$ cat src/hdl/sit_pkg.sv
// shared types and constants for the sorted insertion table
`default_nettype none

package sit_pkg;

    localparam int DEPTH   = 16;
    localparam int IDX_W   = $clog2(DEPTH);
    localparam int CNT_W   = $clog2(DEPTH + 1);
    localparam int KEY_W   = 32;
    localparam int MODE_W  = 2;
    localparam int INDEX_W = 4;
    localparam int COUNT_W = 5;
    localparam int STAT_W  = 2;

    localparam int S_FIELDS_W = MODE_W + KEY_W + INDEX_W;
    localparam int M_FIELDS_W = KEY_W + COUNT_W + STAT_W;
    localparam int S_TDATA_W  = ((S_FIELDS_W + 7) / 8) * 8;
    localparam int M_TDATA_W  = ((M_FIELDS_W + 7) / 8) * 8;

    typedef enum logic [MODE_W-1:0] {
        MODE_INSERT = 2'd0,
        MODE_LOOKUP = 2'd1,
        MODE_REMOVE = 2'd2
    } mode_t;

    typedef enum logic [STAT_W-1:0] {
        STAT_OK    = 2'd0,
        STAT_FULL  = 2'd1,
        STAT_RANGE = 2'd2
    } status_t;

endpackage

`default_nettype wire

$ cat src/hdl/sorted_insertion_table.sv
// sorted insertion table: ordered key table with insert, lookup and remove
//
// Each input transfer runs one operation on a table of DEPTH 32-bit keys kept in
// ascending order, and produces exactly one result transfer. The table sits in a
// memory with one write port and one read port, the read registered, and one
// entry moves per cycle. An insert walks down from the top, moving each entry
// not below the new key up one place; a lookup reads one entry; a remove at
// index i walks up, moving later entries down. Full-table and out-of-range
// requests finish with no table walk. The table-walk is bound by the one memory
// read per cycle. s_tready is high only while the sequencer is idle; a finished
// result waits in the output register and the next item can be taken while it
// does. Reset clears the count; no clearing pass.
`default_nettype none

module sorted_insertion_table (
    input  wire logic                           aclk,
    input  wire logic                           aresetn,
    input  wire logic                           s_tvalid,
    output logic                                s_tready,
    // mode [1:0], key [33:2], index [37:34], zero fill above
    input  wire logic [sit_pkg::S_TDATA_W-1:0]  s_tdata,
    output logic                                m_tvalid,
    input  wire logic                           m_tready,
    // value [31:0], count [36:32], status [38:37], zero fill above
    output logic      [sit_pkg::M_TDATA_W-1:0]  m_tdata
);

    typedef enum logic [2:0] {
        S_IDLE,
        S_INS_CMP,
        S_INS_PUT,
        S_LK_RD,
        S_RM_VAL,
        S_RM_SH,
        S_DONE
    } state_t;

    state_t                        state_reg, state_next;
    logic [sit_pkg::CNT_W-1:0]     n_reg, n_next;
    logic [sit_pkg::CNT_W-1:0]     q_reg, q_next;
    logic [sit_pkg::KEY_W-1:0]     key_reg, key_next;
    logic [sit_pkg::KEY_W-1:0]     val_reg, val_next;
    sit_pkg::status_t              stat_reg, stat_next;
    logic                          m_tvalid_reg, m_tvalid_next;
    logic [sit_pkg::M_TDATA_W-1:0] m_tdata_reg, m_tdata_next;

    logic [sit_pkg::KEY_W-1:0]     tbl_mem [sit_pkg::DEPTH];
    logic [sit_pkg::KEY_W-1:0]     rdata_reg;
    logic                          mem_we;
    logic [sit_pkg::IDX_W-1:0]     mem_waddr;
    logic [sit_pkg::IDX_W-1:0]     mem_raddr;
    logic [sit_pkg::KEY_W-1:0]     mem_wdata;

    sit_pkg::mode_t                in_mode;
    logic [sit_pkg::KEY_W-1:0]     in_key;
    logic [sit_pkg::CNT_W-1:0]     in_idx;
    logic [sit_pkg::CNT_W-1:0]     q_p1;
    logic [sit_pkg::CNT_W-1:0]     q_p2;
    logic [sit_pkg::CNT_W-1:0]     q_m1;
    logic [sit_pkg::CNT_W-1:0]     q_m2;
    logic                          out_free;

    function automatic logic [sit_pkg::IDX_W-1:0] q_m1_of(input logic [sit_pkg::CNT_W-1:0] v);
        logic [sit_pkg::CNT_W-1:0] d;
        d = v - sit_pkg::CNT_W'(1);
        return d[sit_pkg::IDX_W-1:0];
    endfunction

    assign in_mode = sit_pkg::mode_t'(s_tdata[sit_pkg::MODE_W-1:0]);
    assign in_key  = s_tdata[sit_pkg::MODE_W +: sit_pkg::KEY_W];
    assign in_idx  = sit_pkg::CNT_W'(
        s_tdata[sit_pkg::MODE_W + sit_pkg::KEY_W +: sit_pkg::INDEX_W]);

    assign q_p1     = q_reg + sit_pkg::CNT_W'(1);
    assign q_p2     = q_reg + sit_pkg::CNT_W'(2);
    assign q_m1     = q_reg - sit_pkg::CNT_W'(1);
    assign q_m2     = q_reg - sit_pkg::CNT_W'(2);
    assign out_free = !m_tvalid_reg || m_tready;

    assign s_tready = (state_reg == S_IDLE);
    assign m_tvalid = m_tvalid_reg;
    assign m_tdata  = m_tdata_reg;

    always_ff @(posedge aclk) begin
        if (mem_we) begin
            tbl_mem[mem_waddr] <= mem_wdata;
        end
        rdata_reg <= tbl_mem[mem_raddr];
    end

    always_comb begin
        state_next    = state_reg;
        n_next        = n_reg;
        q_next        = q_reg;
        key_next      = key_reg;
        val_next      = val_reg;
        stat_next     = stat_reg;
        m_tvalid_next = m_tvalid_reg;
        m_tdata_next  = m_tdata_reg;
        mem_we        = 1'b0;
        mem_waddr     = q_reg[sit_pkg::IDX_W-1:0];
        mem_wdata     = key_reg;
        mem_raddr     = '0;

        if (m_tvalid_reg && m_tready) begin
            m_tvalid_next = 1'b0;
        end

        case (state_reg)
            S_IDLE: begin
                if (s_tvalid) begin
                    key_next  = in_key;
                    val_next  = '0;
                    stat_next = sit_pkg::STAT_OK;
                    state_next = S_DONE;
                    case (in_mode)
                        sit_pkg::MODE_INSERT: begin
                            q_next = n_reg;
                            if (n_reg == sit_pkg::CNT_W'(sit_pkg::DEPTH)) begin
                                stat_next = sit_pkg::STAT_FULL;
                            end else if (n_reg == '0) begin
                                state_next = S_INS_PUT;
                            end else begin
                                mem_raddr  = q_m1_of(n_reg);
                                state_next = S_INS_CMP;
                            end
                        end
                        sit_pkg::MODE_LOOKUP: begin
                            if (in_idx >= n_reg) begin
                                stat_next = sit_pkg::STAT_RANGE;
                            end else begin
                                mem_raddr  = in_idx[sit_pkg::IDX_W-1:0];
                                state_next = S_LK_RD;
                            end
                        end
                        sit_pkg::MODE_REMOVE: begin
                            q_next = in_idx;
                            if (in_idx >= n_reg) begin
                                stat_next = sit_pkg::STAT_RANGE;
                            end else begin
                                mem_raddr  = in_idx[sit_pkg::IDX_W-1:0];
                                state_next = S_RM_VAL;
                            end
                        end
                        default: begin
                            state_next = S_DONE;
                        end
                    endcase
                end
            end
            // rdata_reg holds the entry just below slot q
            S_INS_CMP: begin
                mem_we = 1'b1;
                if (rdata_reg >= key_reg) begin
                    mem_wdata = rdata_reg;
                    q_next    = q_m1;
                    if (q_reg == sit_pkg::CNT_W'(1)) begin
                        state_next = S_INS_PUT;
                    end else begin
                        mem_raddr = q_m2[sit_pkg::IDX_W-1:0];
                    end
                end else begin
                    mem_wdata  = key_reg;
                    n_next     = n_reg + sit_pkg::CNT_W'(1);
                    state_next = S_DONE;
                end
            end
            S_INS_PUT: begin
                mem_we     = 1'b1;
                mem_wdata  = key_reg;
                n_next     = n_reg + sit_pkg::CNT_W'(1);
                state_next = S_DONE;
            end
            S_LK_RD: begin
                val_next   = rdata_reg;
                state_next = S_DONE;
            end
            S_RM_VAL: begin
                val_next = rdata_reg;
                if (q_p1 < n_reg) begin
                    mem_raddr  = q_p1[sit_pkg::IDX_W-1:0];
                    state_next = S_RM_SH;
                end else begin
                    n_next     = n_reg - sit_pkg::CNT_W'(1);
                    state_next = S_DONE;
                end
            end
            // rdata_reg holds the entry just above slot q
            S_RM_SH: begin
                mem_we    = 1'b1;
                mem_wdata = rdata_reg;
                q_next    = q_p1;
                if (q_p2 < n_reg) begin
                    mem_raddr = q_p2[sit_pkg::IDX_W-1:0];
                end else begin
                    n_next     = n_reg - sit_pkg::CNT_W'(1);
                    state_next = S_DONE;
                end
            end
            S_DONE: begin
                if (out_free) begin
                    m_tvalid_next = 1'b1;
                    m_tdata_next  = sit_pkg::M_TDATA_W'({stat_reg,
                                                         sit_pkg::COUNT_W'(n_reg),
                                                         val_reg});
                    state_next    = S_IDLE;
                end
            end
            default: begin
                state_next = S_IDLE;
            end
        endcase
    end

    always_ff @(posedge aclk) begin
        if (!aresetn) begin
            state_reg    <= S_IDLE;
            n_reg        <= '0;
            m_tvalid_reg <= 1'b0;
        end else begin
            state_reg    <= state_next;
            n_reg        <= n_next;
            m_tvalid_reg <= m_tvalid_next;
        end
        q_reg       <= q_next;
        key_reg     <= key_next;
        val_reg     <= val_next;
        stat_reg    <= stat_next;
        m_tdata_reg <= m_tdata_next;
    end

`ifndef ASSERT_OFF
    a_count_bound: assert property (@(posedge aclk) disable iff (!aresetn)
        n_reg <= sit_pkg::CNT_W'(sit_pkg::DEPTH))
        else $error("entry count above table depth");

    a_full_count: assert property (@(posedge aclk) disable iff (!aresetn)
        (m_tvalid && m_tdata[sit_pkg::KEY_W + sit_pkg::COUNT_W +: sit_pkg::STAT_W]
            == sit_pkg::STAT_FULL)
        |-> m_tdata[sit_pkg::KEY_W +: sit_pkg::COUNT_W]
            == sit_pkg::COUNT_W'(sit_pkg::DEPTH))
        else $error("full status reported with room in the table");

    a_range_zero: assert property (@(posedge aclk) disable iff (!aresetn)
        (m_tvalid && m_tdata[sit_pkg::KEY_W + sit_pkg::COUNT_W +: sit_pkg::STAT_W]
            == sit_pkg::STAT_RANGE)
        |-> m_tdata[sit_pkg::KEY_W-1:0] == '0)
        else $error("out of range result carries a value");

    a_busy_after_accept: assert property (@(posedge aclk) disable iff (!aresetn)
        (s_tvalid && s_tready) |=> !s_tready)
        else $error("sequencer idle right after an input transfer");

    a_count_step: assert property (@(posedge aclk) disable iff (!aresetn)
        (state_reg != S_IDLE) && (state_next == S_IDLE) |=> $stable(n_reg))
        else $error("count changed while handing off a result");
`endif

endmodule

`default_nettype wire

$ cat config.mk
export PLATFORM = sky130hd
export DESIGN_NAME = sorted_insertion_table
export DESIGN_NICKNAME = d
export VERILOG_FILES = /design/src/hdl/sit_pkg.sv /design/src/hdl/sorted_insertion_table.sv
export SDC_FILE = /design/constraint.sdc
export NUM_CORES = 1
export LEC_CHECK = 0
export BUFFER_PORTS_ARGS = -buffer_cell sky130_fd_sc_hd__buf_2
export CAP_MARGIN = 10
export CORE_MARGIN = 4
export CORE_UTILIZATION = 55
export CTS_CLUSTER_DIAMETER = 60
export DETAILED_ROUTE_END_ITERATION = 6
export HOLD_SLACK_MARGIN = 0.15
export PLACE_DENSITY = 0.74
export REMOVE_ABC_BUFFERS = 1
export SYNTH_ARGS = -nofsm -noshare
export SYNTH_HDL_FRONTEND = slang
export SYNTH_SLANG_ARGS = --single-unit
$ cat constraint.sdc
create_clock -name aclk -period 11.55 [get_ports aclk]
set_input_delay 1.155 -clock aclk [delete_from_list [all_inputs] [get_ports aclk]]
set_output_delay 1.155 -clock aclk [all_outputs]
set_load 0.03 [all_outputs]
==> qor.yml <==
run_status:
  status: "complete, no violations"
detailed_routing:
  first_iter_violations: 1770
  routed_wirelength_um: 64700
  viasPerCell: 6.23
  via_count: 16300
  ant_nets: 0
  drt-wirelength-per-cell_um: 24.7
  first_pass_iters: 6
  drc_errors: 0
cts:
  cts_made_buffers: 67
  post-cts-setup-buffers: 0
  htreeDepth: 3
  cts-resized-gates: 0
  cts_tree: "done"
  cts.sinks: 663
  hold_buffers: 0
  clock_latency_ns: 0.61
  clockRootBuffer: "clkbuf_16"
  clk_pin_slew_worst_paths_ns: 0.06
  clk_path_buf_depth: 3
setup_path:
  slowest_delay_ns: 0.93
  critPathCaptureType: "register"
  cp_num_buf_inv: 3
  worst-path-stages: 12
  crit_path_max_fanout: 60
  startpoint_type: "register"
  cp.arrival_ns: 5.89
  ff2ff_setup_slack_ns: 6.12
  cp_top_family: "simple AND/OR/NAND/NOR gates"
  crit_type: "reg -> reg"
  cp_slowest_cell: "nor4_2"
  cp_cell_sequence: "inv_1 -> ha_1 -> nand4_1 -> nor4_2 -> o31a_1 -> o31ai_4 -> buf_4 -> nand2_4 -> buf_4 -> mux2i_1 -> o22ai_1 -> or3_1"
  reg2reg_to: "rdata_reg[4]"
  r2r_start: "key_reg[15]"
  r2r_cells: 12
  required_ns: 12.01
  path_common_cell: "buf_4"
synthesis:
  synth_edf_count: 622
  synth_top_area_share_pct: 68.8
  synth.avg_cell_area_um2: 14.8
  synth_area_um2: 27100
  synth_area_leaders: "edfxtp_1, mux2i_1, dfxtp_1"
  synth_ff_type: "edfxtp_1"
  yosys.area.top_type: "edfxtp_1"
  async_reset_ff_share_pct: 0
  synth_cell_types: 69
  ys_warn_count: 0
  synth_seq_cells: 663
  synth_seq_area_share_pct: 71.8
  synth_cells: 1833
placement:
  post-dp-hpwl_um: 34300
  place.gp.congestion: 0.873
  port_buffers: 82
  dp.cells: 2499
min_path:
  hp-class: "reg -> reg"
  hold_start: "val_reg[5]"
  worstHoldPathCells: 0
  min_to: "m_tdata[5]"
power:
  p_leak_nw: 10.4
  finalPower_mw: 7.38
  p_switching_mw: 2.32
  seqPwrFrac_pct: 44.8
  p_sw_share_pct: 31.4
  clock_power_share_pct: 29.2
  p_comb_share_pct: 26.0
  power_density_nw_per_um2: 242
  p_int_mw: 5.06
  ir_drop_mv: 0.115
global_routing:
  antenna_found_initial: 0
  grt_pass1_wl_um: 97000
  grt_max_degree: 98
  grt_pass1_vias: 16100
  grt_usage_pct: 24.1
  grt-ovfl-total: 0
flow_run:
  maxCapViolCount: 0
timing:
  rsz0062_at_grt: "false"
  hold_violations: 0
  finalSetupViolCount: 0
  final.period_utilization_pct: 47.0
  skew_ns: 0.0266
  tightest_slew_ns: 1.22
  final.min_clock_period_ns: 5.43
  relSlewSlack_pct: 18.6
  fmax_mhz: 184
  drv_slew: 0
cells_and_area:
  final_common_cell: "edfxtp_1"
  final_layout_size_suffix_gt1_share_pct: 14.4
  num_antenna_cells: 0
  synthToLayoutAreaGrowth_pct: 12.1
  nets: 2006
  largest_reg_flops: 512
  final_cell_mix: "edfxtp_1, a21oi_1, nand3_1"
  final_cells: 2617
floorplan:
  dieArea_um2: 53000
  core_um2: 48800
  pin_count: 86
  start_util_pct: 55.6
  std_cell_rows: 81
  die_h_um: 230
  die_x_um: 230
-- worst max path at each step --
stage,start,end
floorplan,s_tdata[34],rdata_reg[30]
global placement,s_tdata[0],rdata_reg[6]
detailed placement,s_tdata[0],rdata_reg[4]
CTS,key_reg[15],rdata_reg[4]
global route,key_reg[15],rdata_reg[4]
finish,key_reg[15],rdata_reg[4]
-- power by group through the flow --
stage               Combinational [mW]  Clock, mW  Sequential (mW)
detailed placement                1.89          0             3.35
global route                      2.07       2.29             3.33
finish                            1.92       2.16             3.31
global placement                  1.83          0             3.34
floorplan                         1.25          0             3.35
CTS                               1.91       2.18             3.31
-- Yosys cell counts, types with 3 or more instances --
library cell and number:
nand3_1 139, clkbuf_1 56, mux2i_1 135, or3_1 34, a21o_1 4, buf_4 6
o21a_1 3, a21oi_1 151, nor4_1 3, and3_1 3, xor2_1 4, buf_2 34
o211a_1 4, nor2b_1 5, nor4b_1 3, a211oi_1 5, o21ai_1 70, nor2_1 18
inv_1 48, o211ai_1 3, nand2_1 31, dfxtp_1 41, or4_1 31, nor3_1 9
o22ai_1 66, ha_1 58, edfxtp_1 622, xnor2_1 10, mux2_2 31, nand4_1 6
o21ai_0 74, o2111ai_2 4, and2_1 51, a31oi_1 5, nand2b_1 7, buf_1 14
-- layout make-up --
class / count / area [µm²]
clock buffer: 89 / 1850
sequential: 663 / 19500
fill: 3564 / 18400
tap: 664 / 831
inverter: 49 / 184
multi-input combinational: 1009 / 7100
clock inverter: 29 / 324
timing repair buffer: 114 / 651
-- metal layers --
metal,vias up,GRT usage [%],part of all wire [%]
met2,760,40.0,50
met5,-,0,0
met3,124,4.70,8.9
li1,7249,-,-
met1,8172,32.0,39
met4,0,8.64,2.6
-- kinds of logic after synthesis --
kind of cell | synth area share [%]
adders and majority gates | 2.67
muxes | 6.26
AOI/OAI and AO/OA | 8.89
xor gates and xnor gates | 0.452
DFF | 71.8
and+or+nand+nor | 7.35
buffers and inverters | 2.52
other | 0.0138
-- through the flow --
| step | setup slack, ns | setup TNS, ns | area, µm² | hold WS (ns) | util (%) |
|---|---|---|---|---|---|
| CTS | 6.17 | 0 | 30400 | 0.415 | 62.3 |
| finish | 6.12 | 0 | 30400 | 0.418 | 62.3 |
| detailed placement | 6.24 | 0 | 28300 | 0.405 | 57.9 |
| floorplan | -6.87 | -218.98 | 26600 | 0.400 | - |
| global placement | 6.29 | 0 | 28300 | 0.401 | 57.9 |
| global route | 5.98 | 0 | 30400 | 0.417 | 62.3 |
No activity file was read; power rests on OpenSTA's default activity.
